File: src/rtl/core/drs_pkg.sv
// Shared types, status codes and constants for the directory record store.
package drs_pkg;

   // Default sizes of the record store and of one name.
   localparam int STORE_BYTES_DEFAULT    = 4096;
   localparam int MAX_NAME_BYTES_DEFAULT = 255;

   // A record header is four inode bytes and one length byte.
   localparam int HDR_BYTES = 5;
   localparam int LEN_W     = 8;
   localparam logic [LEN_W-1:0] LEN_MASK = 8'hFF;

   // Name opcodes.
   localparam logic OP_APPEND = 1'b0;
   localparam logic OP_LOOKUP = 1'b1;

   typedef enum logic [2:0] {
      ST_OK        = 3'd0,
      ST_NOT_FOUND = 3'd1,
      ST_INVALID   = 3'd2,
      ST_TOO_LARGE = 3'd3,
      ST_FULL      = 3'd4
   } status_type;

   // One finished name, handed from the front end to the back end.
   typedef struct packed {
      logic             op;
      logic [LEN_W-1:0] len;
      logic             ovf;
      logic [31:0]      inode;
   } cmd_type;

   typedef enum logic [2:0] {
      BK_IDLE,
      BK_APPEND,
      BK_WALK,
      BK_LEN_CHK,
      BK_CMP_RD,
      BK_CMP_CHK,
      BK_INO_RD,
      BK_INO_CHK
   } back_state_type;

endpackage

File: src/rtl/core/drs_front.sv
// Front end: accepts name bytes, stages them and hands finished names on.
module drs_front import drs_pkg::*; #(
   parameter int STORE_BYTES    = STORE_BYTES_DEFAULT,
   parameter int MAX_NAME_BYTES = MAX_NAME_BYTES_DEFAULT,
   parameter int UW             = $clog2(STORE_BYTES + 1),
   parameter int AW             = $clog2(STORE_BYTES),
   parameter int QAW            = (MAX_NAME_BYTES > 1) ? $clog2(MAX_NAME_BYTES) : 1
) (
   input  logic           clock,
   input  logic           reset,
   input  logic           accept,
   input  logic           req_opcode,
   input  logic [31:0]    req_entry_inode,
   input  logic [7:0]     req_name_byte,
   input  logic           req_byte_present,
   input  logic           req_last_byte,
   input  logic [UW-1:0]  used_bytes,
   output logic           rec_wr_en,
   output logic [AW-1:0]  rec_wr_addr,
   output logic [7:0]     rec_wr_data,
   output logic           q_wr_en,
   output logic [QAW-1:0] q_wr_addr,
   output logic [7:0]     q_wr_data,
   output logic           push,
   output cmd_type        push_cmd
);

   logic             open_ff, open_in;
   logic             op_ff, op_in;
   logic [LEN_W-1:0] len_ff, len_in;
   logic             ovf_ff, ovf_in;
   logic [31:0]      inode_ff, inode_in;

   logic             cur_op;
   logic [LEN_W-1:0] cur_len;
   logic             cur_ovf;
   logic [31:0]      cur_inode;
   logic [UW:0]      pos;
   logic             room;

   // The first transaction of a name opens it and samples opcode and inode.
   always_comb begin
      cur_op    = open_ff ? op_ff    : req_opcode;
      cur_len   = open_ff ? len_ff   : '0;
      cur_ovf   = open_ff ? ovf_ff   : 1'b0;
      cur_inode = open_ff ? inode_ff : req_entry_inode;
      pos = (UW+1)'(used_bytes) + (UW+1)'(HDR_BYTES) + (UW+1)'(cur_len);
      room = (cur_len < LEN_W'(MAX_NAME_BYTES));

      open_in  = open_ff;
      op_in    = op_ff;
      len_in   = len_ff;
      ovf_in   = ovf_ff;
      inode_in = inode_ff;
      rec_wr_en = 1'b0;
      q_wr_en   = 1'b0;
      push      = 1'b0;

      if (accept) begin
         open_in  = ~req_last_byte;
         op_in    = cur_op;
         len_in   = cur_len;
         ovf_in   = cur_ovf;
         inode_in = cur_inode;
         if (req_byte_present) begin
            if (room) begin
               len_in = cur_len + LEN_W'(1);
               if (cur_op == OP_APPEND) begin
                  rec_wr_en = (pos < (UW+1)'(STORE_BYTES));
               end else begin
                  q_wr_en = 1'b1;
               end
            end else begin
               ovf_in = 1'b1;
            end
         end
         push = req_last_byte;
      end

      rec_wr_addr = pos[AW-1:0];
      rec_wr_data = req_name_byte;
      q_wr_addr   = cur_len[QAW-1:0];
      q_wr_data   = req_name_byte;
      push_cmd.op    = cur_op;
      push_cmd.len   = len_in;
      push_cmd.ovf   = ovf_in;
      push_cmd.inode = cur_inode;
   end

   // Name staging registers.
   always_ff @(posedge clock) begin
      if (reset) begin
         open_ff  <= 1'b0;
         op_ff    <= 1'b0;
         len_ff   <= '0;
         ovf_ff   <= 1'b0;
         inode_ff <= '0;
      end else begin
         open_ff  <= open_in;
         op_ff    <= op_in;
         len_ff   <= len_in;
         ovf_ff   <= ovf_in;
         inode_ff <= inode_in;
      end
   end

endmodule

File: config.mk
export PLATFORM = sky130hd
export DESIGN_NAME = drs_front
export DESIGN_NICKNAME = d
export VERILOG_FILES = /design/src/rtl/core/drs_pkg.sv /design/src/rtl/core/drs_front.sv
export SDC_FILE = /design/constraint.sdc
export NUM_CORES = 1
export LEC_CHECK = 0
export BUFFER_PORTS_ARGS = -buffer_cell sky130_fd_sc_hd__buf_2
export CAP_MARGIN = 20
export CORE_MARGIN = 3
export CORE_UTILIZATION = 42
export CTS_CLUSTER_SIZE = 25
export DETAILED_ROUTE_END_ITERATION = 6
export HOLD_SLACK_MARGIN = 0.06
export PLACE_DENSITY_LB_ADDON = 0.2
export SYNTH_ARGS = -nofsm -noshare
export SYNTH_HDL_FRONTEND = slang
export SYNTH_SLANG_ARGS = --single-unit
File: constraint.sdc
create_clock -name clock -period 3.1 [get_ports clock]
set_clock_uncertainty 0.2 [all_clocks]
set_input_delay 0.62 -clock clock [delete_from_list [all_inputs] [get_ports clock]]
set_output_delay 0.62 -clock clock [all_outputs]
set_load 0.005 [all_outputs]
# Word level (Yosys, flattened, before mapping)

Cells that the tools add are included.

Bits in registers: 43
Input port bits: 59
Output and inout port bits: 81

Add/sub/neg operators: 3
$lt $le $gt $ge: 2
Mux-type cells: 19
Bitwise operators: 1

Operators by type and width:

| operator                                                                       | count |
|---|---|
| 32-bit 2-to-1 mux                                                              | 1 |
| 8-bit 2-to-1 mux                                                               | 4 |
| 13-bit by 3-bit adder with 14-bit output, second input constant                | 1 |
| 14-bit by 8-bit adder with 14-bit output                                       | 1 |
| 14-bit by 13-bit less-than comparator with 1-bit output, second input constant | 1 |
| 1-bit 2-to-1 mux                                                               | 14 |
| 8-bit by 1-bit adder with 8-bit output, second input constant                  | 1 |
| 8-bit less-than comparator, second input constant                              | 1 |
| 1-bit NOT                                                                      | 1 |

# Depth between registers and ports, before layout

Word-level depth: 7
Depth in mapped cells: 12
Depth with buffers taken out: 9

# Least setup slack after synthesis

OpenSTA, ideal clock, no wires.

Path type: flip-flop to output port
Start: reg open_ff
End: out rec_wr_en
Arrival: 2.589 ns
Setup slack: -0.309 ns
Stages on the path, launching flop included: 12
Cell sequence: dfxtp_1 > buf_4 > buf_2 > buf_2 > and2_1 > ha_1 > ha_1 > fa_1 > a21oi_1 > o2111ai_1 > nand4b_1 > a211oi_1

Longest elaborated chain between the ends: 7
Elaborated cells between the ends (all ways): 9
Those cells by class: add/sub: 1; order compare: 2; mux: 6

Ends and longest elaborated chain:

| what                                                    | line            | text |
|---|---|---|
| from (decl)                                             | drs_front.sv:28 | `logic open_ff, open_in;` |
| from (signal assigned)                                  | drs_front.sv:99 | `open_ff <= open_in;` |
| 8-bit 2-to-1 mux (*)                                    | drs_front.sv:44 | `cur_len = open_ff ? len_ff : '0;` |
| named net q_wr_addr[1]                                  | drs_front.sv:22 | `output logic [QAW-1:0] q_wr_addr,` |
| 14-bit by 8-bit adder with 14-bit output                | drs_front.sv:47 | `pos = (UW+1)'(used_bytes) + (UW+1)'(HDR_BYTES) + (UW+1)'(cur_len);` |
| 14-bit by 13-bit less-than comparator with 1-bit output | drs_front.sv:69 | `rec_wr_en = (pos < (UW+1)'(STORE_BYTES));` |
| 1-bit 2-to-1 mux                                        | drs_front.sv:68 | `if (cur_op == OP_APPEND) begin` |
| 1-bit 2-to-1 mux (*)                                    | drs_front.sv:66 | `if (room) begin` |
| 1-bit 2-to-1 mux (*)                                    | drs_front.sv:65 | `if (req_byte_present) begin` |
| 1-bit 2-to-1 mux (*)                                    | drs_front.sv:59 | `if (accept) begin` |
| to (decl)                                               | drs_front.sv:18 | `output logic rec_wr_en,` |

Mark *: on every way through the listed nets, which the timed path passes. The rest lies on a longest branch.

# Worst setup path in the final report

Start: reg open_ff
End: out rec_wr_en

Longest elaborated chain between the ends: 7
Elaborated cells between the ends (all ways): 9
Those cells by class: add/sub: 1; order compare: 2; mux: 6

Ends and longest elaborated chain:

| what                                                    | line |
|---|---|
| 8-bit 2-to-1 mux                                        | drs_front.sv:44 |
| 14-bit by 8-bit adder with 14-bit output                | drs_front.sv:47 |
| 14-bit by 13-bit less-than comparator with 1-bit output | drs_front.sv:69 |
| 1-bit 2-to-1 mux                                        | drs_front.sv:68 |
| 1-bit 2-to-1 mux (*)                                    | drs_front.sv:66 |
| 1-bit 2-to-1 mux (*)                                    | drs_front.sv:65 |
| 1-bit 2-to-1 mux (*)                                    | drs_front.sv:59 |

Every way passes the cells marked *; elsewhere a longest branch is shown, timed or not.

==> impl_metrics.csv <==
group,metric,value,unit
outcome,status,"finished with violations",
outcome,violations,"setup timing",
placement,place_area,3490,µm²
clock_network,insertion_delay,290,ps
power,power_density,334,nW/µm²
route,drc,0,
sta,worst_pin_slew,830,ps
synth,synth_edf_count,0,
worst_setup_path,critPathRequiredTime,2280,ps
worst_setup_path,start_kind,"register",
power,p_comb_share,24.7,%
placement,place_inst,528,
global_route,grt_pass1_wl,11600,µm
layout,synthToLayoutAreaGrowth,32.0,%
sta,rsz0062_at_grt,"yes",
power,p_seq_share,47.5,%
power,p_clk_share,27.9,%
sta,setup_slack,-198,ps
layout,drive_gt1_share,45.7,%
die,design.portCount,140,
sta,slew-limit-headroom,44.7,%
synth,yosysTopAreaCellShare,30.4,%
synth,netlist_area,2830,µm²
sta,hold_viol_final,0,
synth,synth.avg_cell_area,8.09,µm²
die,start_util,43.9,%
power,p_switching,0.355,mW
min_path,min_path_cells,2,
placement,dp_hpwl,5410,µm
worst_setup_path,cp.arrival,2480,ps
layout,stdcell_count,547,
route,drt_pass1_iterations,4,
global_route,grt_max_degree,44,
sta,drv_slew,0,
clock_network,clkSinkCount,43,
die,die_area,7770,µm²
worst_setup_path,cp-end-kind,"primary output",
die,core_area,6460,µm²
synth,netlist_instances,350,
clock_network,cts_hold_buf,0,
synth,synth_nets,424,
placement,gp_congestion,0.892,
global_route,grt_overflow,0,
sta,max_freq,0.303,GHz
synth,yosysMostFrequentCell,"nand2_1",
die,fp.dieH,88.1,µm
die,die_width,88.1,µm
worst_setup_path,setup.worst_path.class,"reg2out",
power,internal-power,0.895,mW
sta,min_period,3300,ps
clock_network,cts_buffers,5,
route,initialDrtViolationCount,128,
route,detail_route.vias_per_cell,5.11,
clock_network,htree_levels,2,
sta,finalCritPeriodShare,106,%
worst_setup_path,path_max_fanout,6,
flow_run,cap_violations,0,
global_route,grt_pass1_vias,2603,
worst_setup_path,ff2ff_path_depth,9,
synth,ys_top_cells_by_area,"dfxtp_1 30%, mux2_2 13%, nand2_1 11%, a21oi_1 7.6%, ha_1 6.2%",
die,fp-row-count,29,
min_path,hold_class,"reg2reg",
power,vdd_drop_max,0.264,mV
route,totalWireLength,7410,µm
layout,finish.instance_area,3740,µm²
synth,synth-seq-cells,43,
global_route,track_usage,18.3,%
route,ant_nets,0,
clock_network,cts.reportedPaths.clkPinSlew,80,ps
placement,port_buffers,115,
sta,whs,254,ps
synth,ys_top_cells_by_count,"83 x nand2_1, 43 x a21oi_1, 43 x dfxtp_1",
power,leakagePower,1.82,nW
clock_network,cts_buffer_depth,2,
clock_network,clockRootBuffer,"clkbuf_8",
clock_network,cts_tree,"built",
route,dr_total_vias,2794,
synth,async_reset_ff_share,0,%
synth,ys_seq_area_share,30.4,%
synth,synth_largest_area_cell,"dfxtp_1",
synth,synth-main-ff-cell,"dfxtp_1",
sta,final-setup-viol-count,6,
power,swShare,28.4,%
layout,insertedDiodeCount,0,
synth,synth_cell_types,43,
route,wl_per_cell,13.6,µm
global_route,grt_antenna_before_repair,0,
layout,layout.nets,543,
synth,yosysWarnings,0,
==> stage by stage <==
step	worst slack, ps	TNS (ps)	util (%)	power [mW]
final	-198	-933	57.9	1.25
after global placement	-121	-143	54.1	0.897
after floorplan	7.37	0	-	0.792
after CTS	-197	-555	56.6	1.26
after detailed placement	-146	-226	54.1	0.901
after global routing	-366	-1800	57.9	1.32
==> power groups by stage <==
stage               sequential, mW  combinational [mW]  clock (mW)
floorplan                    0.601               0.191           0
global placement             0.605               0.292           0
detailed placement           0.607               0.295           0
CTS                          0.593               0.306       0.363
global route                 0.597               0.344       0.384
finish                       0.593               0.308       0.349
==> routing by layer <==
layer	GRT usage (%)	part of all wire, %	vias up
met1	23.2	45	1274
met5	0	0	-
met2	31.8	47	86
met3	3.76	7.2	8
met4	4.67	0.85	0
li1	-	-	1426
==> cell type report <==
type,instances,area (µm²)
Timing Repair Buffer,149,835
Inverter,11,41.3
Fill cell,615,2720
Clock inverter,2,12.5
Clock buffer,6,72.6
Tap cell,77,96.3
Sequential cell,43,865
Multi-Input combinational cell,259,1820
==> cells by family (layout without fill, tap and decap cells) <==
family	Yosys count	count (layout)	synth area share (%)
adders and majority gates	15	15	6.89
muxes	33	33	13.1
buffers and inverters	48	168	9.41
DFF	43	43	30.4
xor gates and xnor gates	15	15	4.64
and+or+nand+nor	128	128	20.8
AOI/OAI and AO/OA	68	68	14.8
==> critical path, cell delays in order (launching register included) <==
cell and delay, ps:
dfxtp_4 390, and2_4 170, ha_4 200, ha_4 160
fa_2 430, a21oi_4 210, o2111ai_2 110, nand4b_1 200
a211oi_2 180, buf_2 140
==> worst paths after layout <==
check        slack, ps         start           end
min reg2reg        250  inode_ff[10]  inode_ff[10]
max               -200       open_ff     rec_wr_en
min                250  inode_ff[10]  inode_ff[10]
max reg2reg        900       open_ff     len_ff[5]
==> cells in the final DEF (no fill, tap or decap), types with 4 or more instances in the layout <==
cell type | netlist | final
buf_2 | 12 | 115
nand2_1 | 83 | 82
a21oi_1 | 43 | 42
dfxtp_1 | 43 | 42
mux2_2 | 33 | 33
buf_4 | 19 | 33
ha_1 | 14 | 11
inv_1 | 10 | 9
xor2_1 | 9 | 9
o211ai_1 | 7 | 7
nand4_1 | 7 | 7
xnor2_1 | 6 | 6
nor2_1 | 7 | 6
and2_1 | 7 | 5
and3_1 | 5 | 5
clkbuf_8 | 0 | 5
o21ai_0 | 4 | 4
==> state kept, by name, indices dropped and copies added, names as in the netlist <==
| name | flops |
|---|---|
| inode_ff | 32 |
| len_ff | 8 |
| op_ff | 1 |
| open_ff | 1 |
| ovf_ff | 1 |
==> repair_timing <==
item,CTS,global route
setup buffers,5,6
gates resized for setup,12,6
pin swaps,15,7
setup endpoints to repair,7,10
(Power assumes the default switching activity.)
