`src/rtl/core/drs_pkg.sv`:
```
// Shared types, status codes and constants for the directory record store.
package drs_pkg;

   // Default sizes of the record store and of one name.
   localparam int STORE_BYTES_DEFAULT    = 4096;
   localparam int MAX_NAME_BYTES_DEFAULT = 255;

   // A record header is four inode bytes and one length byte.
   localparam int HDR_BYTES = 5;
   localparam int LEN_W     = 8;
   localparam logic [LEN_W-1:0] LEN_MASK = 8'hFF;

   // Name opcodes.
   localparam logic OP_APPEND = 1'b0;
   localparam logic OP_LOOKUP = 1'b1;

   typedef enum logic [2:0] {
      ST_OK        = 3'd0,
      ST_NOT_FOUND = 3'd1,
      ST_INVALID   = 3'd2,
      ST_TOO_LARGE = 3'd3,
      ST_FULL      = 3'd4
   } status_type;

   // One finished name, handed from the front end to the back end.
   typedef struct packed {
      logic             op;
      logic [LEN_W-1:0] len;
      logic             ovf;
      logic [31:0]      inode;
   } cmd_type;

   typedef enum logic [2:0] {
      BK_IDLE,
      BK_APPEND,
      BK_WALK,
      BK_LEN_CHK,
      BK_CMP_RD,
      BK_CMP_CHK,
      BK_INO_RD,
      BK_INO_CHK
   } back_state_type;

endpackage

```
`src/rtl/core/drs_back.sv`:
```
// Back end: commits appends and walks the record store for lookups.
module drs_back import drs_pkg::*; #(
   parameter int STORE_BYTES    = STORE_BYTES_DEFAULT,
   parameter int MAX_NAME_BYTES = MAX_NAME_BYTES_DEFAULT,
   parameter int UW             = $clog2(STORE_BYTES + 1),
   parameter int AW             = $clog2(STORE_BYTES),
   parameter int QAW            = (MAX_NAME_BYTES > 1) ? $clog2(MAX_NAME_BYTES) : 1
) (
   input  logic           clock,
   input  logic           reset,
   input  logic           cmd_valid,
   input  cmd_type        cmd,
   output logic           cmd_pop,
   output logic           active,
   output logic [UW-1:0]  used_bytes,
   output logic           hdr_wr_en,
   output logic [AW-1:0]  hdr_wr_addr,
   output logic [7:0]     hdr_wr_data,
   output logic [AW-1:0]  rec_rd_addr,
   input  logic [7:0]     rec_rd_data,
   output logic [QAW-1:0] q_rd_addr,
   input  logic [7:0]     q_rd_data,
   output logic           rsp_valid,
   output logic [2:0]     rsp_status,
   output logic [31:0]    rsp_found_inode
);

   back_state_type   state_ff, state_in;
   cmd_type          cmd_ff, cmd_in;
   logic [UW-1:0]    used_ff, used_in;
   logic             valid_ff, valid_in;
   logic [UW-1:0]    loc_ff, loc_in;
   logic [LEN_W-1:0] idx_ff, idx_in;
   logic [31:0]      inode_ff, inode_in;
   logic             rsp_valid_ff, rsp_valid_in;
   status_type       rsp_status_ff, rsp_status_in;
   logic [31:0]      rsp_inode_ff, rsp_inode_in;

   logic [UW-1:0]    remain;
   logic [UW:0]      size;
   logic [UW:0]      rec_end;
   logic [UW:0]      next_loc;
   logic [UW:0]      rd_addr;

   // Size checks and the address of the current read.
   always_comb begin
      remain   = UW'(STORE_BYTES) - used_ff;
      size     = (UW+1)'(cmd_ff.len) + (UW+1)'(HDR_BYTES);
      rec_end  = (UW+1)'(loc_ff) + size;
      next_loc = (UW+1)'(loc_ff) + (UW+1)'(HDR_BYTES) + (UW+1)'(rec_rd_data);
      unique case (state_ff)
         BK_CMP_RD: rd_addr = rec_end - (UW+1)'(cmd_ff.len) + (UW+1)'(idx_ff);
         BK_INO_RD: rd_addr = (UW+1)'(loc_ff) + (UW+1)'(idx_ff);
         default:   rd_addr = (UW+1)'(loc_ff) + (UW+1)'(HDR_BYTES - 1);
      endcase
      rec_rd_addr = rd_addr[AW-1:0];
      q_rd_addr   = idx_ff[QAW-1:0];
   end

   // Sequencer for commits and the record walk.
   always_comb begin
      state_in      = state_ff;
      cmd_in        = cmd_ff;
      used_in       = used_ff;
      valid_in      = valid_ff;
      loc_in        = loc_ff;
      idx_in        = idx_ff;
      inode_in      = inode_ff;
      rsp_valid_in  = 1'b0;
      rsp_status_in = rsp_status_ff;
      rsp_inode_in  = rsp_inode_ff;
      cmd_pop       = 1'b0;
      hdr_wr_en     = 1'b0;
      hdr_wr_addr   = AW'((UW+1)'(used_ff) + (UW+1)'(idx_ff));
      unique case (idx_ff[2:0])
         3'd0:    hdr_wr_data = cmd_ff.inode[7:0];
         3'd1:    hdr_wr_data = cmd_ff.inode[15:8];
         3'd2:    hdr_wr_data = cmd_ff.inode[23:16];
         3'd3:    hdr_wr_data = cmd_ff.inode[31:24];
         default: hdr_wr_data = cmd_ff.len & LEN_MASK;
      endcase

      unique case (state_ff)
         BK_IDLE: begin
            if (cmd_valid) begin
               cmd_pop = 1'b1;
               cmd_in  = cmd;
               idx_in  = '0;
               loc_in  = '0;
               if (cmd.op == OP_APPEND) begin
                  state_in = BK_APPEND;
               end else begin
                  state_in = BK_WALK;
               end
            end
         end
         BK_APPEND: begin
            // Failures leave the store untouched; otherwise write the header.
            if (cmd_ff.ovf) begin
               rsp_valid_in  = 1'b1;
               rsp_status_in = ST_TOO_LARGE;
               rsp_inode_in  = '0;
               state_in      = BK_IDLE;
            end else if (size > (UW+1)'(remain)) begin
               rsp_valid_in  = 1'b1;
               rsp_status_in = ST_FULL;
               rsp_inode_in  = '0;
               state_in      = BK_IDLE;
            end else begin
               hdr_wr_en = 1'b1;
               idx_in    = idx_ff + LEN_W'(1);
               if (idx_ff == LEN_W'(HDR_BYTES - 1)) begin
                  used_in       = UW'((UW+1)'(used_ff) + size);
                  valid_in      = 1'b1;
                  rsp_valid_in  = 1'b1;
                  rsp_status_in = ST_OK;
                  rsp_inode_in  = '0;
                  state_in      = BK_IDLE;
               end
            end
         end
         BK_WALK: begin
            // The length byte of the record at loc is being read.
            rsp_inode_in = '0;
            if (!valid_ff) begin
               rsp_valid_in  = 1'b1;
               rsp_status_in = ST_INVALID;
               state_in      = BK_IDLE;
            end else if (cmd_ff.ovf || (loc_ff >= used_ff) ||
                         (rec_end > (UW+1)'(used_ff))) begin
               rsp_valid_in  = 1'b1;
               rsp_status_in = ST_NOT_FOUND;
               state_in      = BK_IDLE;
            end else begin
               state_in = BK_LEN_CHK;
            end
         end
         BK_LEN_CHK: begin
            idx_in = '0;
            if (rec_rd_data != cmd_ff.len) begin
               loc_in   = next_loc[UW-1:0];
               state_in = BK_WALK;
            end else if (cmd_ff.len == '0) begin
               state_in = BK_INO_RD;
            end else begin
               state_in = BK_CMP_RD;
            end
         end
         BK_CMP_RD: begin
            state_in = BK_CMP_CHK;
         end
         BK_CMP_CHK: begin
            if (rec_rd_data != q_rd_data) begin
               loc_in   = rec_end[UW-1:0];
               state_in = BK_WALK;
            end else if (idx_ff == cmd_ff.len - LEN_W'(1)) begin
               idx_in   = '0;
               state_in = BK_INO_RD;
            end else begin
               idx_in   = idx_ff + LEN_W'(1);
               state_in = BK_CMP_RD;
            end
         end
         BK_INO_RD: begin
            state_in = BK_INO_CHK;
         end
         BK_INO_CHK: begin
            // Inode bytes come least significant first.
            unique case (idx_ff[1:0])
               2'd0: inode_in[7:0]   = rec_rd_data;
               2'd1: inode_in[15:8]  = rec_rd_data;
               2'd2: inode_in[23:16] = rec_rd_data;
               2'd3: inode_in[31:24] = rec_rd_data;
            endcase
            if (idx_ff[1:0] == 2'd3) begin
               rsp_valid_in  = 1'b1;
               rsp_status_in = ST_OK;
               rsp_inode_in  = {rec_rd_data, inode_ff[23:0]};
               state_in      = BK_IDLE;
            end else begin
               idx_in   = idx_ff + LEN_W'(1);
               state_in = BK_INO_RD;
            end
         end
         default: state_in = BK_IDLE;
      endcase
   end

   // Control state.
   always_ff @(posedge clock) begin
      if (reset) begin
         state_ff      <= BK_IDLE;
         used_ff       <= '0;
         valid_ff      <= 1'b0;
         rsp_valid_ff  <= 1'b0;
         rsp_status_ff <= ST_OK;
         rsp_inode_ff  <= '0;
      end else begin
         state_ff      <= state_in;
         used_ff       <= used_in;
         valid_ff      <= valid_in;
         rsp_valid_ff  <= rsp_valid_in;
         rsp_status_ff <= rsp_status_in;
         rsp_inode_ff  <= rsp_inode_in;
      end
   end

   // Working registers.
   always_ff @(posedge clock) begin
      cmd_ff   <= cmd_in;
      loc_ff   <= loc_in;
      idx_ff   <= idx_in;
      inode_ff <= inode_in;
   end

   assign active          = (state_ff != BK_IDLE);
   assign used_bytes      = used_ff;
   assign rsp_valid       = rsp_valid_ff;
   assign rsp_status      = rsp_status_ff;
   assign rsp_found_inode = rsp_inode_ff;

endmodule

```
`config.mk`:
```
export PLATFORM = sky130hd
export DESIGN_NAME = drs_back
export DESIGN_NICKNAME = d
export VERILOG_FILES = /design/src/rtl/core/drs_pkg.sv /design/src/rtl/core/drs_back.sv
export SDC_FILE = /design/constraint.sdc
export NUM_CORES = 1
export LEC_CHECK = 0
export ABC_AREA = 1
export BUFFER_PORTS_ARGS = -buffer_cell sky130_fd_sc_hd__buf_2
export CAP_MARGIN = 10
export CORE_ASPECT_RATIO = 0.7
export CORE_MARGIN = 1.5
export CORE_UTILIZATION = 30
export DETAILED_ROUTE_END_ITERATION = 6
export GPL_TIMING_DRIVEN = 1
export SYNTH_ARGS = -nofsm -noshare
export SYNTH_HDL_FRONTEND = slang
export SYNTH_SLANG_ARGS = --single-unit
```
`constraint.sdc`:
```
create_clock -name clock -period 8.55 [get_ports clock]
set_clock_uncertainty 0.2 [all_clocks]
set_input_delay 1.2825 -clock clock [delete_from_list [all_inputs] [get_ports clock]]
set_output_delay 1.2825 -clock clock [all_outputs]
set_load 0.05 [all_outputs]
```
# Yosys cells after proc, flatten, opt, wreduce, memory -nomap -nowiden
# Cells that the tools add are included.
dict set report totals {
  regBits 139
  wordCells 128
  input_bits 61
}
dict set report classes {
  order_cmp 3
  reduce_logical 20
  bitwise 2
  addsub 13
  mux 49
  n_eq_ne 27
}
# operator n
set ops {}
lappend ops {{32-bit two-way mux} 4}
lappend ops {{32-bit one-hot mux with 3 select lines} 1}
lappend ops {{8-bit two-way mux} 6}
lappend ops {{8-bit one-hot mux with 5 select lines} 1}
lappend ops {{13-bit two-way mux} 3}
lappend ops {{13-bit one-hot mux with 3 select lines} 1}
lappend ops {{12-bit by 8-bit adder with 12-bit output} 3}
lappend ops {{3-bit two-way mux} 12}
lappend ops {{8-bit one-hot mux with 4 select lines} 1}
lappend ops {{12-bit one-hot mux with 2 select lines} 1}
lappend ops {{3-bit one-hot mux with 8 select lines} 1}
lappend ops {{2-bit != test, second input constant} 8}
lappend ops {{8-bit != test} 2}
lappend ops {{13-bit by 9-bit adder with 14-bit output} 1}
lappend ops {{14-bit by 13-bit greater-than comparator with 1-bit output} 1}
lappend ops {{13-bit by 3-bit adder with 13-bit output, second input constant} 1}
lappend ops {{13-bit by 8-bit adder with 13-bit output} 1}
lappend ops {{13-bit by 9-bit adder with 13-bit output} 1}
lappend ops {{13-bit >= comparator} 1}
lappend ops {{9-bit by 13-bit greater-than comparator with 1-bit output} 1}
lappend ops {{13-bit subtractor, first input constant} 1}
lappend ops {{12-bit by 3-bit adder with 12-bit output, second input constant} 1}
lappend ops {{3-bit by 2-bit == test with 1-bit output, second input constant} 4}
lappend ops {{3-bit == test, second input constant} 4}
lappend ops {{other kinds (26)} 53}

# Depth between registers and ports, before layout
dict set report depth {
  ltp_word 7
  depth_mapped 30
}

# Worst setup path before layout
# OpenSTA, ideal clock, no wires.
dict set report synth_timing {
  path_kind {reg-to-output}
  from {reg cmd_ff[33] (netlist bit)}
  to {out rec_rd_addr[10]}
  arrival_time_ns 4.253
  stages_incl_launch_ff 21
  setup_slack_ns 2.814
  required_ns 7.068
  n_path_buf 0
  cell_sequence {edfxtp_1 ha_1 o21ai_0 or2_2 a211oi_1 ha_1 a21oi_1 o21ai_0 a21oi_1 xnor2_1 fa_1 ha_1 nand2_1 nor2_1 nor2_1 nand2_1 a21oi_1 o21bai_1 a21oi_1 o21ai_0 nand3_1}
}
dict set report synth_via {
  elab_chain_cells 5
}
# element line
set synth_lines {}
lappend synth_lines {{start: declaration} drs_back.sv:29} ;# cmd_type cmd_ff, cmd_in;
lappend synth_lines {{start signal: assignment} drs_back.sv:210} ;# cmd_ff <= cmd_in;
lappend synth_lines {{8-bit by 3-bit adder with 9-bit output} drs_back.sv:48} ;# size = (UW+1)'(cmd_ff.len) + (UW+1)'(HDR_BYTES);
lappend synth_lines {{13-bit by 9-bit adder with 14-bit output} drs_back.sv:49} ;# rec_end = (UW+1)'(loc_ff) + size;
lappend synth_lines {{12-bit by 8-bit subtractor with 12-bit output *} drs_back.sv:52} ;# BK_CMP_RD: rd_addr = rec_end - (UW+1)'(cmd_ff.len) + (UW+1)'(idx_ff);
lappend synth_lines {{12-bit by 8-bit adder with 12-bit output *} drs_back.sv:52}
lappend synth_lines {{12-bit one-hot mux with 2 select lines *} drs_back.sv:51} ;# unique case (state_ff)
lappend synth_lines {{end: declaration} drs_back.sv:19} ;# output logic [AW-1:0] rec_rd_addr,
# Every way passes the cells marked *; elsewhere a longest branch is shown, timed or not.

# Worst setup path after layout
# Same ends and word-level chain as after synthesis.

==> out/qor.yml <==
die_h_um: 158
ys_seq_area_share_pct: 35.3
synth_top_family_by_area: "simple AND/OR/NAND/NOR gates"
num_antenna_cells: 0
synth_common_cells: "nand2_1, inv_1, a21oi_1"
worst_slack_ns: 1.60
pre_cts_slack_ns: 2.13
grt_setup_unrepaired: "false"
cp.depth: 22
post_cts_buffers: 0
clk_pin_slew_worst_paths_ns: 0.07
synth.top_cell.area_share_pct: 25.0
hp-class: "flip-flop to flip-flop"
crit_path_max_fanout: 7
placementRows: 56
dieArea_sq_um: 35600
ys_types: 51
critPathSlowestCell: "fa_1"
p_clk_share_pct: 23.8
drtIter0Drc: 794
ff2ff_setup_slack_ns: 3.25
cts_root_buffer: "clkbuf_16"
cts_tree: "done"
finalPower_mw: 3.18
avgSynthCellArea_sq_um: 7.88
slew_viol_final: 0
combPwrFrac_pct: 49.7
routed_wl_um: 33300
die_w_um: 225
final_nets: 1644
intPower_mw: 1.72
clk_path_buf_depth: 2
holdPathEnd: "rsp_found_inode[29]"
crit_buf_inv: 2
timing.rr.end: "rsp_status[2]"
track_usage_pct: 19.1
vias: 9572
synthArstFlopShare_pct: 0
synthesis.area_sq_um: 10300
crit_path_end_kind: "primary output"
area_growth_syn_to_layout_pct: 18.3
wire_per_inst_um: 17.2
period_minus_slack_ns: 6.95
tns_ns: 0
synthMuxAreaShare_pct: 0
critPathTopFamily: "adder cells"
vdd_ir_drop_max_mv: 0.137
synthXorXnorAreaFrac_pct: 6.54
seq_power_share_pct: 26.5
reg2reg_depth: 23
synth_nets: 1492
reg2reg_from: "cmd_ff[33]"
num_io_pins: 153
ys_seq_elements: 139
grt_max_degree: 49
outcome: "completed"
max-cap-violations: 0
first_pass_iters: 5
insertion_delay_ns: 0.43
hold_depth: 2
p_sw_mw: 1.46
crit_type: "flip-flop to primary output"
antenna_found_initial: 0
power.density_nw_per_um2: 260
synth-main-ff-cell: "edfxtp_1"
cts_sinks: 139
slowest_delay_ns: 0.52
h-tree-depth: 4
crit_required_ns: 7.07
final_util_pct: 36.3
synth_warnings: 0
holdBufCountCts: 0
yosysMostFrequentCell: "nand2_1"
cts_buffers: 17
hold_viol: 0
switching_share_pct: 45.8
grt_pass1_wl_um: 51300
cp_cell_sequence: "inv_1 -> o21ai_0 -> nand2_1 -> nor2_1 -> xor2_1 -> ha_1 -> a21oi_1 -> nand2_1 -> a21oi_1 -> xnor2_1 -> fa_1 -> ha_1 -> nand2_1 -> nor2_1 -> nor2_1 -> nand2_1 -> a21oi_1 -> o21bai_1 -> a21oi_1 -> o21ai_0 -> nand3_1 -> buf_2"
relSlewSlack_pct: 28.8
min-delay-start: "rsp_found_inode[29]"
yosysTopAreaCell: "edfxtp_1"
drc: 0
synth_edf_count: 86
critPathArrivalTime_ns: 5.46
ant_nets: 0
worstMarginPinSlew_ns: 1.06
synth_compound_area_share_pct: 11.1
synthSimpleGateAreaFrac_pct: 24.2
drive_above_1_share_pct: 15.3
viasPerCell: 4.94
cts_resized: 0
grt_pass1_vias: 8934
fmax_ghz: 0.144
hpwlAfterDp_um: 26300
ys_top_cells_by_area: "edfxtp_1, ha_1, nand2_1"
setup_viol: 0
synth-adder-area-share_pct: 15.6
portBuffers: 152
post-route-period-util_pct: 81.2
overflow: 0
start_util_pct: 30.6
coreArea_sq_um: 33700
power_leakage_nw: 5.59
gp_congestion: 0.938
syn-instance-count: 1310
start_kind: "flip-flop"
## state kept, by name, indices dropped and copies added (netlist names)
signal and cells:
rsp_found_inode 32, cmd_ff 41, q_rd_addr 8, used_bytes 13
valid_ff 1, state_ff 3, rsp_valid 1, loc_ff 13
rsp_status 3, inode_ff 24
## layer usage
layer	share of wire (%)	up-vias	GRT usage (%)
met4	0.80	0	3.39
li1	-	4715	-
met3	7.0	18	3.67
met1	49	4540	27.8
met2	43	299	29.4
met5	0	-	0
## cell usage in the layout (no fill, tap or decap), drive strengths merged, types with 5 or more instances in the layout
cell type,n
inv,163
a221oi,7
nor3,21
fa,13
nor2,108
o211ai,7
a21oi,111
nand4,14
edfxtp,86
clkbuf,21
dfxtp,53
buf,163
nand3,110
o22ai,6
or2,6
clkinv,5
a32oi,7
o21ai,46
o21bai,5
nand2,313
ha,108
xor2,51
xnor2,21
## power by group through the flow
stage          Clock [mW]  Sequential (mW)  Combinational [mW]
3_3_place_gp            0            0.854                1.54
2_1_floorplan           0            0.886                1.10
6_report            0.756            0.842                1.58
5_1_grt             0.798            0.847                1.75
4_1_cts             0.773            0.840                1.57
3_5_place_dp            0            0.854                1.55
## metrics by stage
step	hold WS (ns)	area, sq um	std cells
finish	0.260	12200	1939
global route	0.280	12200	1939
CTS	0.261	12200	1939
detailed placement	0.252	11600	1907
global placement	0.247	11600	1907
floorplan	0.256	10300	1310
## worst max-delay path by stage
stage / from / to / slack (ns)
finish: cmd_ff[33] / rec_rd_addr[10] / 1.60
global placement: cmd_ff[33] / rec_rd_addr[10] / 2.19
floorplan: cmd_ff[33] / rec_rd_addr[10] / 2.81
global route: cmd_ff[33] / rec_rd_addr[10] / 1.08
detailed placement: cmd_ff[33] / rec_rd_addr[10] / 2.13
CTS: cmd_ff[33] / rec_rd_addr[10] / 1.64
## kinds of logic after synthesis
kind of cell | Yosys count
simple gates | 584
flops | 139
fa+ha+maj | 121
compound gates | 202
xor+xnor | 74
buf+inv | 190
## worst register-to-register path, stage by stage (launching register included)
cell and delay (ns):
edfxtp_1 0.51, inv_1 0.24, o21ai_0 0.36, nand2_1 0.08, nor2_1 0.16, xor2_1 0.46
ha_1 0.39, a21oi_1 0.17, nand2_1 0.10, a21oi_1 0.23, o211ai_1 0.15, or2_2 0.29
nand2_1 0.17, inv_1 0.12, ha_1 0.31, nand3_1 0.09, nor3_1 0.29, nand2_1 0.10
nand2_1 0.08, nand4_1 0.27, nand3_1 0.28, nand2_1 0.07, inv_1 0.05, nor2_1 0.03
## final cells by class
type	instances	area [sq um]
Multi-Input combinational cell	981	5950
Clock inverter	11	105
Clock buffer	21	493
Tap cell	464	581
Fill cell	3480	21500
Inverter	160	601
Sequential cell	139	3640
Timing Repair Buffer	163	843
Power figures use the tool's default switching activity.
