**src/rtl/core/drs_pkg.sv**
```systemverilog
// Shared types, status codes and constants for the directory record store.
package drs_pkg;

   // Default sizes of the record store and of one name.
   localparam int STORE_BYTES_DEFAULT    = 4096;
   localparam int MAX_NAME_BYTES_DEFAULT = 255;

   // A record header is four inode bytes and one length byte.
   localparam int HDR_BYTES = 5;
   localparam int LEN_W     = 8;
   localparam logic [LEN_W-1:0] LEN_MASK = 8'hFF;

   // Name opcodes.
   localparam logic OP_APPEND = 1'b0;
   localparam logic OP_LOOKUP = 1'b1;

   typedef enum logic [2:0] {
      ST_OK        = 3'd0,
      ST_NOT_FOUND = 3'd1,
      ST_INVALID   = 3'd2,
      ST_TOO_LARGE = 3'd3,
      ST_FULL      = 3'd4
   } status_type;

   // One finished name, handed from the front end to the back end.
   typedef struct packed {
      logic             op;
      logic [LEN_W-1:0] len;
      logic             ovf;
      logic [31:0]      inode;
   } cmd_type;

   typedef enum logic [2:0] {
      BK_IDLE,
      BK_APPEND,
      BK_WALK,
      BK_LEN_CHK,
      BK_CMP_RD,
      BK_CMP_CHK,
      BK_INO_RD,
      BK_INO_CHK
   } back_state_type;

endpackage

```
**src/rtl/core/drs_queue.sv**
```systemverilog
// Two-entry command queue between the front end and the back end.
module drs_queue import drs_pkg::*; (
   input  logic    clock,
   input  logic    reset,
   input  logic    push,
   input  cmd_type push_cmd,
   input  logic    pop,
   output logic    not_empty,
   output cmd_type head
);

   cmd_type    slot_ff [2];
   logic       wr_ptr_ff, wr_ptr_in;
   logic       rd_ptr_ff, rd_ptr_in;
   logic [1:0] count_ff, count_in;
   logic       do_push, do_pop;

   // Pointer and fill count update.
   always_comb begin
      do_push   = push && (count_ff != 2'd2);
      do_pop    = pop && (count_ff != 2'd0);
      wr_ptr_in = wr_ptr_ff ^ do_push;
      rd_ptr_in = rd_ptr_ff ^ do_pop;
      count_in  = count_ff + {1'b0, do_push} - {1'b0, do_pop};
   end

   always_ff @(posedge clock) begin
      if (reset) begin
         wr_ptr_ff <= 1'b0;
         rd_ptr_ff <= 1'b0;
         count_ff  <= '0;
      end else begin
         wr_ptr_ff <= wr_ptr_in;
         rd_ptr_ff <= rd_ptr_in;
         count_ff  <= count_in;
      end
   end

   // Payload slots.
   always_ff @(posedge clock) begin
      if (do_push) begin
         slot_ff[wr_ptr_ff] <= push_cmd;
      end
   end

   assign not_empty = (count_ff != 2'd0);
   assign head      = slot_ff[rd_ptr_ff];

endmodule

```
**config.mk**
```make
export PLATFORM = sky130hd
export DESIGN_NAME = drs_queue
export DESIGN_NICKNAME = d
export VERILOG_FILES = /design/src/rtl/core/drs_pkg.sv /design/src/rtl/core/drs_queue.sv
export SDC_FILE = /design/constraint.sdc
export NUM_CORES = 1
export LEC_CHECK = 0
export ABC_AREA = 1
export BUFFER_PORTS_ARGS = -buffer_cell sky130_fd_sc_hd__buf_2
export CAP_MARGIN = 20
export CORE_UTILIZATION = 45
export CTS_BUF_LIST = sky130_fd_sc_hd__clkbuf_8
export DETAILED_ROUTE_END_ITERATION = 7
export PLACE_DENSITY = 0.75
export SETUP_SLACK_MARGIN = 0.02
export SKIP_CTS_REPAIR_TIMING = 1
export SLEW_MARGIN = 0
export SYNTH_ARGS = -nofsm -noshare
export SYNTH_HDL_FRONTEND = slang
export SYNTH_SLANG_ARGS = --single-unit
```
**constraint.sdc**
```tcl
create_clock -name clock -period 3.5 [get_ports clock]
set_clock_uncertainty 0.15 [all_clocks]
set_input_delay 1.05 -clock clock [delete_from_list [all_inputs] [get_ports clock]]
set_output_delay 1.05 -clock clock [all_outputs]
set_load 0.03 [all_outputs]
```
# Yosys cells after proc, flatten, opt, wreduce, memory -nomap -nowiden
# Memories as Yosys holds them, arrays and structs flattened. A register that Yosys moved wholly into a read port is not among the register bits.
# Cells that the tools add are included.
# op_classes
mux	3
n_reduce_logical	3
n_eq_ne	1
bitwise	2
n_addsub	2
# ops
operator	count
$mux 1	3
$add 2x1->2	1
$logic_and 1x1->1	2
$ne 2x2->1 const B	1
$reduce_bool 2->1	1
$sub 2x1->2	1
$xor 1x1->1	2
# totals
in_bits	46
n_memories	1
out_inout_bits	43
register_bits	4
mem_bits_rw	84
# mem_list
name	depth	word_bits	rd	rd_clocked_by_memory_dff	wr	line_no	rtl
slot_ff	2	42	1	1	1	drs_queue.sv:12	cmd_type slot_ff [2];

# Longest topological paths before layout
# Gate-level depths: netlist of run 1.
# depth
depth_word	4
ltp_mapped	11
ltp_nobuf	11

# Least setup slack after synthesis of run 1
# Ideal clock, no wire load.
# synth_timing
path_kind	in2reg
from	input push
to	memory slot_ff[1][0] (netlist bit) (enable)
stages	2
setup_slack_ns	-0.010
required_time_ns	2.909
setup_ns	0.441
t_arrival_ns	2.919
cell_sequence	nand2_2 nor2_1
# synth_via
elab_chain_cells	3
# synth_rtl
item	line_no	rtl
start, declared	drs_queue.sv:5	input logic push,
$logic_and 1x1->1	drs_queue.sv:20	do_push = push && (count_ff != 2'd2);
$mux 1	drs_queue.sv:41	if (do_push) begin
$mux 1 (not written as such)	drs_queue.sv:42	slot_ff[wr_ptr_ff] <= push_cmd;
end, declared	drs_queue.sv:12	
# No other way between the ends.

==> metrics.txt, run 1 <==
Final period util=84.4%; most frequent cells in the layout=nand2_1 (130), buf_2 (88), edfxtp_1 (84); IO Count=89; global-route usage over all layers=15.9%; status=finished, final reports clean; Yosys Warn Count=0; r2r worst-path depth=6; #FFs+latches synth=88; DP Worst Slack=0.786 ns; LEAKAGE=1.74 nW; Clock Latency Late Sink=0.34 ns; final setup fails=0; CTS Buf Count=9; HPWL after detailed placement=3720 µm; vias per inst=4.52; CP Max Fanout=43; critical setup path kind=reg2out; dpl cell area=3850 µm²; pwr dens=789 nW/µm²; Final WS setup=0.546 ns; Post-Syn Instances=253; drt drc=0; Avg Cell Area, Syn=13.1 µm²; Final Util=57.9%; Routed Wire Length=5730 µm; fin. max-slew vios=0; critical path startpoint category=register; Final GP Congestion=0.783; Remaining Overflow, GRT=0; Max-Cap Viols=0; Net count, final=395; initial DRC count=78; First-pass DRT Iterations=4; FMAX=339 MHz; Die X=87.9 µm; die area=7720 µm²; setup TNS=0 ns; largest net degree at the start of global routing=44; H-Tree Depth=3; CP required=2.30 ns; Port Buf Inserts=88; hold slack=0.508 ns; sequential area share after synthesis=78.4%; fin area=4020 µm²; syn_nets=301; hold path depth=3; core footprint=6940 µm²; global-route wire length before repair=8870 µm; actual slew at the worst max-slew pin=0.597 ns; Crit. End Element=primary output; CTS sink cnt=88; WL/cell=12.8 µm; CP Data Arrival Time=1.75 ns; total vias in the final route=2025; synth unique cells=18; Diodes inserted=0; CTS tree=done; root buffer cell=clkbuf_8; Syn Std Cell Area=3320 µm²; ANT nets after route=0; Starting Density=47.8%; # fillers=598; Slew headroom=60.2%; clock tree buffer depth=2; RSZ-0062 raised after global routing=false; commonest non-fill, non-tap cell in the layout=nand2_1; vias in the first global route=1928; Worst Hold Class=reg2reg; Hold Fails Final Rpt=0; share of cells above drive strength 1=32.4%; Rows=30; maximum VDD drop=0.000357 V; chip height=87.9 µm; Worst-path clk slew=0.08 ns; area delta synth->final=21.2%; Tmin final=2.95 ns; initial antenna violation count=0
## worst max-delay path: stages, from the launching register on
cell     delay [ns]
dfxtp_2        0.69
inv_4          0.32
nand2_1        0.14
nand2_1        0.07
buf_2          0.17
## report_power, final
| part | internal [mW] | switching [mW] |
|---|---|---|
| Clock | 0.317 | 0.318 |
| Sequential | 1.37 | 0.0777 |
| Combinational | 0.290 | 0.806 |
| Total | 1.97 | 1.20 |
## through the flow
step | instances | power, mW
after floorplan | 253 | 2.27
after global placement | 432 | 2.56
after detailed placement | 432 | 2.59
after CTS | 448 | 3.22
after global routing | 448 | 3.36
final | 448 | 3.18
## state kept, by name (all words and copies together) (netlist names)
| register | flops |
|---|---|
| count_ff | 2 |
| wr_ptr_ff | 1 |
| slot_ff | 84 |
| rd_ptr_ff | 1 |
## synthesized netlist by cell type, drive strengths merged
library cell	instances	area, µm²
edfxtp	84	2520
nor2	7	38.8
a21oi	1	8.76
buf	9	75.1
inv	10	40.0
nor3	1	5.00
nand2	132	500
o21ai	1	5.00
nand3	1	10.0
dfxtp	4	80.1
ha	2	25.0
xnor2	1	8.76
## final cells by class
type	instances	area [µm²]	share of cell area (%)
Sequential cell	88	2600	64.7
Multi-Input combinational cell	146	612	15.2
Timing Repair Buffer	92	470	11.7
Clock buffer	9	124	3.08
Tap cell	96	120	2.99
Clock inverter	7	53.8	1.34
Inverter	10	40.0	0.995
## per-layer routing
layer	track usage [%]	vias up	part of all wire [%]
met4	7.60	0	1.5
met3	3.77	8	4.7
met5	0	-	0
li1	-	1025	-
met1	18.6	930	42
met2	27.5	62	51
## kinds of logic (layout without fill, tap and decap cells)
family / Yosys count / count (layout) / share of synthesized area (%)
and+or+nand+nor: 141 / 141 / 16.7
buffers and inverters: 19 / 118 / 3.47
adders and majority gates: 2 / 2 / 0.754
AOI/OAI and AO/OA: 2 / 2 / 0.415
xor gates and xnor gates: 1 / 1 / 0.264
DFF: 88 / 88 / 78.4
## worst paths after layout
| path | startpoint | to | slack, ns |
|---|---|---|---|
| setup reg to reg | count_ff[0] | slot_ff[0][10] | 1.48 |
| setup / recovery | rd_ptr_ff | head[22] | 0.55 |
| hold / removal | count_ff[0] | count_ff[0] | 0.51 |
| hold reg to reg | count_ff[0] | count_ff[0] | 0.51 |
Power figures use the tool's default switching activity.
==> run 2, diff against run 1 <==
clock period = 2.6 ns   (was 3.5 ns; I/O delays follow)
==> metrics.txt, run 2 (synthesis results as in run 1) <==
status=finished, final reports clean; fin. max-slew vios=0 (unchanged); CP top delay family=buffers and inverters; FMAX=432 MHz; IO Count=89 (unchanged); CP required=1.67 ns (-0.63 ns); clock tree buffer depth=2 (unchanged); Worst-path clk slew=0.08 ns (about the same); share of cells above drive strength 1=33.3% (+0.95 points); area delta synth->final=21.8%; CTS Buf Count=9 (unchanged); register with the most flip-flops=slot_ff; Hold Fails Final Rpt=0 (unchanged); CP max stage cell=dfxtp_2; initial DRC count=75 (-3.8%); Net count, final=397 (+0.51%); WL/cell=12.0 µm (-5.9%); Tmin final=2.32 ns; HPWL after detailed placement=3630 µm (-2.4%); final setup fails=0 (unchanged); r2r setup slk=0.94 ns (-0.54 ns); Final GP Congestion=0.782 (-0.11%); Clock Latency Late Sink=0.33 ns (about the same); Largest register FFs=84 (unchanged); total vias in the final route=2043 (+0.89%); Slew headroom=72.0% (+12 points); global-route wire length before repair=8420 µm (-5.1%); CTS tree=done; CTS sink cnt=88 (unchanged); Die X=87.9 µm (unchanged); CP Max Fanout=43 (unchanged); vias in the first global route=1925 (-0.16%); drt drc=0 (unchanged); Diodes inserted=0 (unchanged); First-pass DRT Iterations=4 (unchanged); pwr dens=1060 nW/µm² (+34%); Worst path max stage delay=0.34 ns (-0.35 ns); actual slew at the worst max-slew pin=0.420 ns (-0.177 ns); largest net degree at the start of global routing=44 (unchanged); Crit. End Element=primary output; Routed Wire Length=5420 µm (-5.5%); setup TNS=0 ns (unchanged); LEAKAGE=1.75 nW (+1.1%); CP Buf/Inv Count=2 (unchanged); most frequent cells in the layout=nand2_1 (130), buf_2 (88), edfxtp_1 (84); commonest non-fill, non-tap cell in the layout=nand2_1; crit-path most repeated cell=nand2_1; critical setup path kind=reg2out; worst-path cell chain=inv_4, nand2_1, nand2_1, buf_2; hold slack=0.472 ns (-0.0362 ns); # fillers=571 (-4.5%); Final period util=89.1%; CP Data Arrival Time=1.39 ns (-0.36 ns); Top Registers=slot_ff: 84 flops, count_ff: 2 flops; maximum VDD drop=0.000571 V (+60%); RSZ-0062 raised after global routing=false; H-Tree Depth=3 (unchanged); critical path startpoint category=register; initial antenna violation count=0 (unchanged); die area=7720 µm² (unchanged); core footprint=6940 µm² (unchanged); Max-Cap Viols=0 (unchanged); Rows=30 (unchanged); global-route usage over all layers=15.1% (-0.78 points); chip height=87.9 µm (unchanged); Starting Density=47.8% (unchanged); ANT nets after route=0 (unchanged); root buffer cell=clkbuf_8; Worst Hold Class=in2reg; Remaining Overflow, GRT=0 (unchanged); Port Buf Inserts=88 (unchanged); vias per inst=4.54 (+0.44%)
[run 2: cell count changes in the layout (fill, tap and decap cells not counted)]
| cell | delta |
|---|---|
| buf_4 | +2 |
| clkinv_1 | -4 |
| inv_1 | +2 |
| clkinv_2 | +1 |
| clkinvlp_4 | +1 |
[run 2: cell type report]
| type | instances | area [µm²] | area share (%) |
|---|---|---|---|
| Clock inverter | 7 | 58.8 | 1.45 |
| Sequential cell | 88 | 2600 | 64.4 |
| Inverter | 10 | 40.0 | 0.990 |
| Multi-Input combinational cell | 146 | 612 | 15.1 |
| Tap cell | 96 | 120 | 2.97 |
| Timing Repair Buffer | 94 | 485 | 12.0 |
| Clock buffer | 9 | 124 | 3.06 |
[run 2: final timing paths]
| check | from | end | depth (start not counted) |
|---|---|---|---|
| hold reg to reg | count_ff[0] | count_ff[0] | 3 |
| setup reg to reg | count_ff[0] | slot_ff[0][24] | 6 |
| hold / removal | reset | wr_ptr_ff | 2 |
| setup / recovery | rd_ptr_ff | head[9] | 4 |
[run 2: per-stage QoR]
step | cells | cell area (µm²) | power (mW) | setup WS (ns) | util (%)
finish | 450 | 4040 | 4.28 | 0.284 | 58.2
global route | 450 | 4040 | 4.53 | 0.151 | 58.2
CTS | 450 | 4040 | 4.33 | 0.218 | 58.2
detailed placement | 434 | 3860 | 3.48 | 0.553 | 55.6
global placement | 434 | 3860 | 3.44 | 0.607 | 55.6
floorplan | 253 | 3320 | 3.06 | 0.0605 | -
[run 2: power breakdown]
part | internal [mW] | switching (mW)
Sequential | 1.84 | 0.0678
Combinational | 0.396 | 1.12
Clock | 0.431 | 0.424
[run 2: worst reg2reg max path, cell delays in order (launching register included)]
cell and delay (ns):
dfxtp_1 0.38, inv_1 0.05, nand2_1 0.06, nand2_2 0.12
inv_1 0.10, ha_2 0.18, buf_4 0.29
[run 2: metal layers]
metal / global-route usage [%] / vias up / routed length [µm]
li1: - / 1028 / -
met1: 15.9 / 945 / 2220
met2: 27.7 / 63 / 2820
met3: 5.56 / 7 / 319
met4: 5.07 / 0 / 56
met5: 0 / - / 0
==> run 3, diff against run 2 <==
CAP_MARGIN = 25   (was 20)
PLACE_DENSITY = 0.72   (was 0.75)
clock period = 2.38 ns   (was 2.6 ns; I/O delays follow)
==> metrics.txt, run 3 (synthesis results as in run 1) <==
vias in the first global route=1912 (-0.68%); Final period util=92.6%; IO Count=89 (unchanged); register area=2600 µm² (unchanged); critical setup path kind=reg2out; initial antenna violation count=0 (unchanged); Largest register FFs=84 (unchanged); area delta synth->final=22.3%; RSZ-0062 raised after global routing=false; status=finished, final reports clean; Routed Wire Length=5770 µm (+6.5%); drt drc=0 (unchanged); RR Endpoint=count_ff[1]; # fillers=558 (-2.3%); CTS tree=done; Net count, final=396 (-0.25%); fin. max-slew vios=0 (unchanged); commonest non-fill, non-tap cell in the layout=nand2_1; WL met2=2710 µm (-4.1%); Crit. End Element=primary output; switching pwr=1.80 mW (+12%); actual slew at the worst max-slew pin=0.337 ns (-0.0830 ns); Internal=2.93 mW (+9.9%); clock tree buffer depth=2 (unchanged); critical path startpoint category=register; Worst Setup SP=rd_ptr_ff; Worst path max stage delay=0.36 ns (+0.02 ns); CTS sink cnt=88 (unchanged); Remaining Overflow, GRT=0 (unchanged); First-pass DRT Iterations=4 (unchanged); share of power burned in registers=44.1% (-0.5 points); worst r2r src=count_ff[0]; share of cells above drive strength 1=33.7% (+0.38 points); Gate power share=35.5% (about the same); CTS Buf Count=9 (unchanged); most frequent cells in the layout=nand2_1 (130), buf_2 (88), edfxtp_1 (84); Diodes inserted=0 (unchanged); CP required=1.52 ns (-0.15 ns); die area=7720 µm² (unchanged); hold endpoint=slot_ff[1][25]; global-route usage over all layers=16.0% (+0.88 points); Multi-input gate area=612 µm² (unchanged); pwr dens=1160 nW/µm² (+10%); Clock Latency Late Sink=0.34 ns (about the same); Top Registers=slot_ff: 84 flops, count_ff: 2 flops; Tmin final=2.20 ns; Port Buf Inserts=88 (unchanged); WL met3=350 µm (+9.7%); DRT met1 WL=2620 µm (+18%); CP Max Fanout=43 (unchanged); setup TNS=0 ns (unchanged); FMAX=454 MHz; total vias in the final route=2025 (-0.88%); Rows=30 (unchanged); final setup fails=0 (unchanged); WL/cell=12.8 µm (+6.7%); initial DRC count=107 (+43%); chip height=87.9 µm (unchanged); Worst-path clk slew=0.09 ns (about the same); CP max stage cell=dfxtp_2; Worst Hold Class=in2reg; ANT nets after route=0 (unchanged); maximum VDD drop=0.000537 V (-6.0%); LEAKAGE=1.75 nW (-0.33%); crit-path most repeated cell=nand2_1; Hold Path Origin=push_cmd[25]; r2r setup slk=0.73 ns (-0.21 ns); part of the power in the clock network=20.4% (+0.4 points); H-Tree Depth=3 (unchanged); register with the most flip-flops=slot_ff; global-route wire length before repair=8900 µm (+5.7%); Die X=87.9 µm (unchanged); Max-Cap Viols=0 (unchanged); Starting Density=47.8% (unchanged); root buffer cell=clkbuf_8; Final GP Congestion=0.652 (-17%); Pwr Total=4.73 mW (+11%); vias per inst=4.51 (-0.66%); HPWL after detailed placement=3730 µm (+2.6%); hold path depth=1 (-1); Hold Fails Final Rpt=0 (unchanged); highest routed layer=met4; CP Data Arrival Time=1.34 ns (-0.05 ns); Slew headroom=77.6% (+5.5 points); r2r worst-path depth=11 (+5); core footprint=6940 µm² (unchanged); largest net degree at the start of global routing=44 (unchanged); fraction of power spent switching nets=38.1% (+0.44 points); worst-path cell chain=inv_6, nand2_1, nand2_1, buf_2
run 3: cell count changes in the layout (fill, tap and decap cells not counted):
cell,delta
buf_6,+1
inv_4,-1
buf_12,+1
buf_4,-3
clkinvlp_4,+1
clkinv_2,+1
inv_6,+1
inv_1,-2
run 3: cell type report:
type	instances	share of cell area (%)
flip-flops and latches	88	64.1
multi-input cells	146	15.1
repair buffers	93	12.2
clock buffers	9	3.05
well taps	96	2.96
clock inverters	7	1.57
inverters	10	1.05
run 3: worst max-delay path by stage:
stage	endpoint	slack [ns]	cells past startpoint
finish	head[30]	0.18	4
global route	head[30]	0.05	4
CTS	head[37]	0.06	4
detailed placement	count_ff[1]	0.38	10
global placement	count_ff[1]	0.45	11
floorplan	slot_ff[0][0]	0.31	3
run 3: metrics by stage:
step                utilization, %  setup slack (ns)  cells  hold WS [ns]  area (µm²)
detailed placement            55.7             0.382    433         0.483        3870
floorplan                        -             0.315    253         0.440        3330
global route                  58.5            0.0517    449         0.384        4060
CTS                           58.4            0.0628    449         0.387        4050
global placement              55.7             0.449    433         0.477        3870
finish                        58.5             0.175    449         0.403        4060
run 3: power by group through the flow:
stage                     Clock [mW]  Sequential, mW  Combinational (mW)
after CTS                      0.987            2.08                1.70
after detailed placement           0            2.12                1.70
after floorplan                    0            2.10                1.25
after global routing            1.06            2.11                1.85
after global placement             0            2.11                1.67
final                          0.964            2.09                1.68
run 3: critical path, delay by kind of cell, from the launching register on:
kind | cells | cell delay [ns]
buffers and inverters | 2 | 0.44
DFF | 1 | 0.36
and+or+nand+nor | 2 | 0.19
run 3: per-layer routing:
| layer | vias to the layer above | GRT usage, % |
|---|---|---|
| met1 | 909 | 19.5 |
| li1 | 1031 | - |
| met4 | 0 | 7.15 |
| met2 | 75 | 27.2 |
| met5 | - | 0 |
| met3 | 10 | 3.58 |
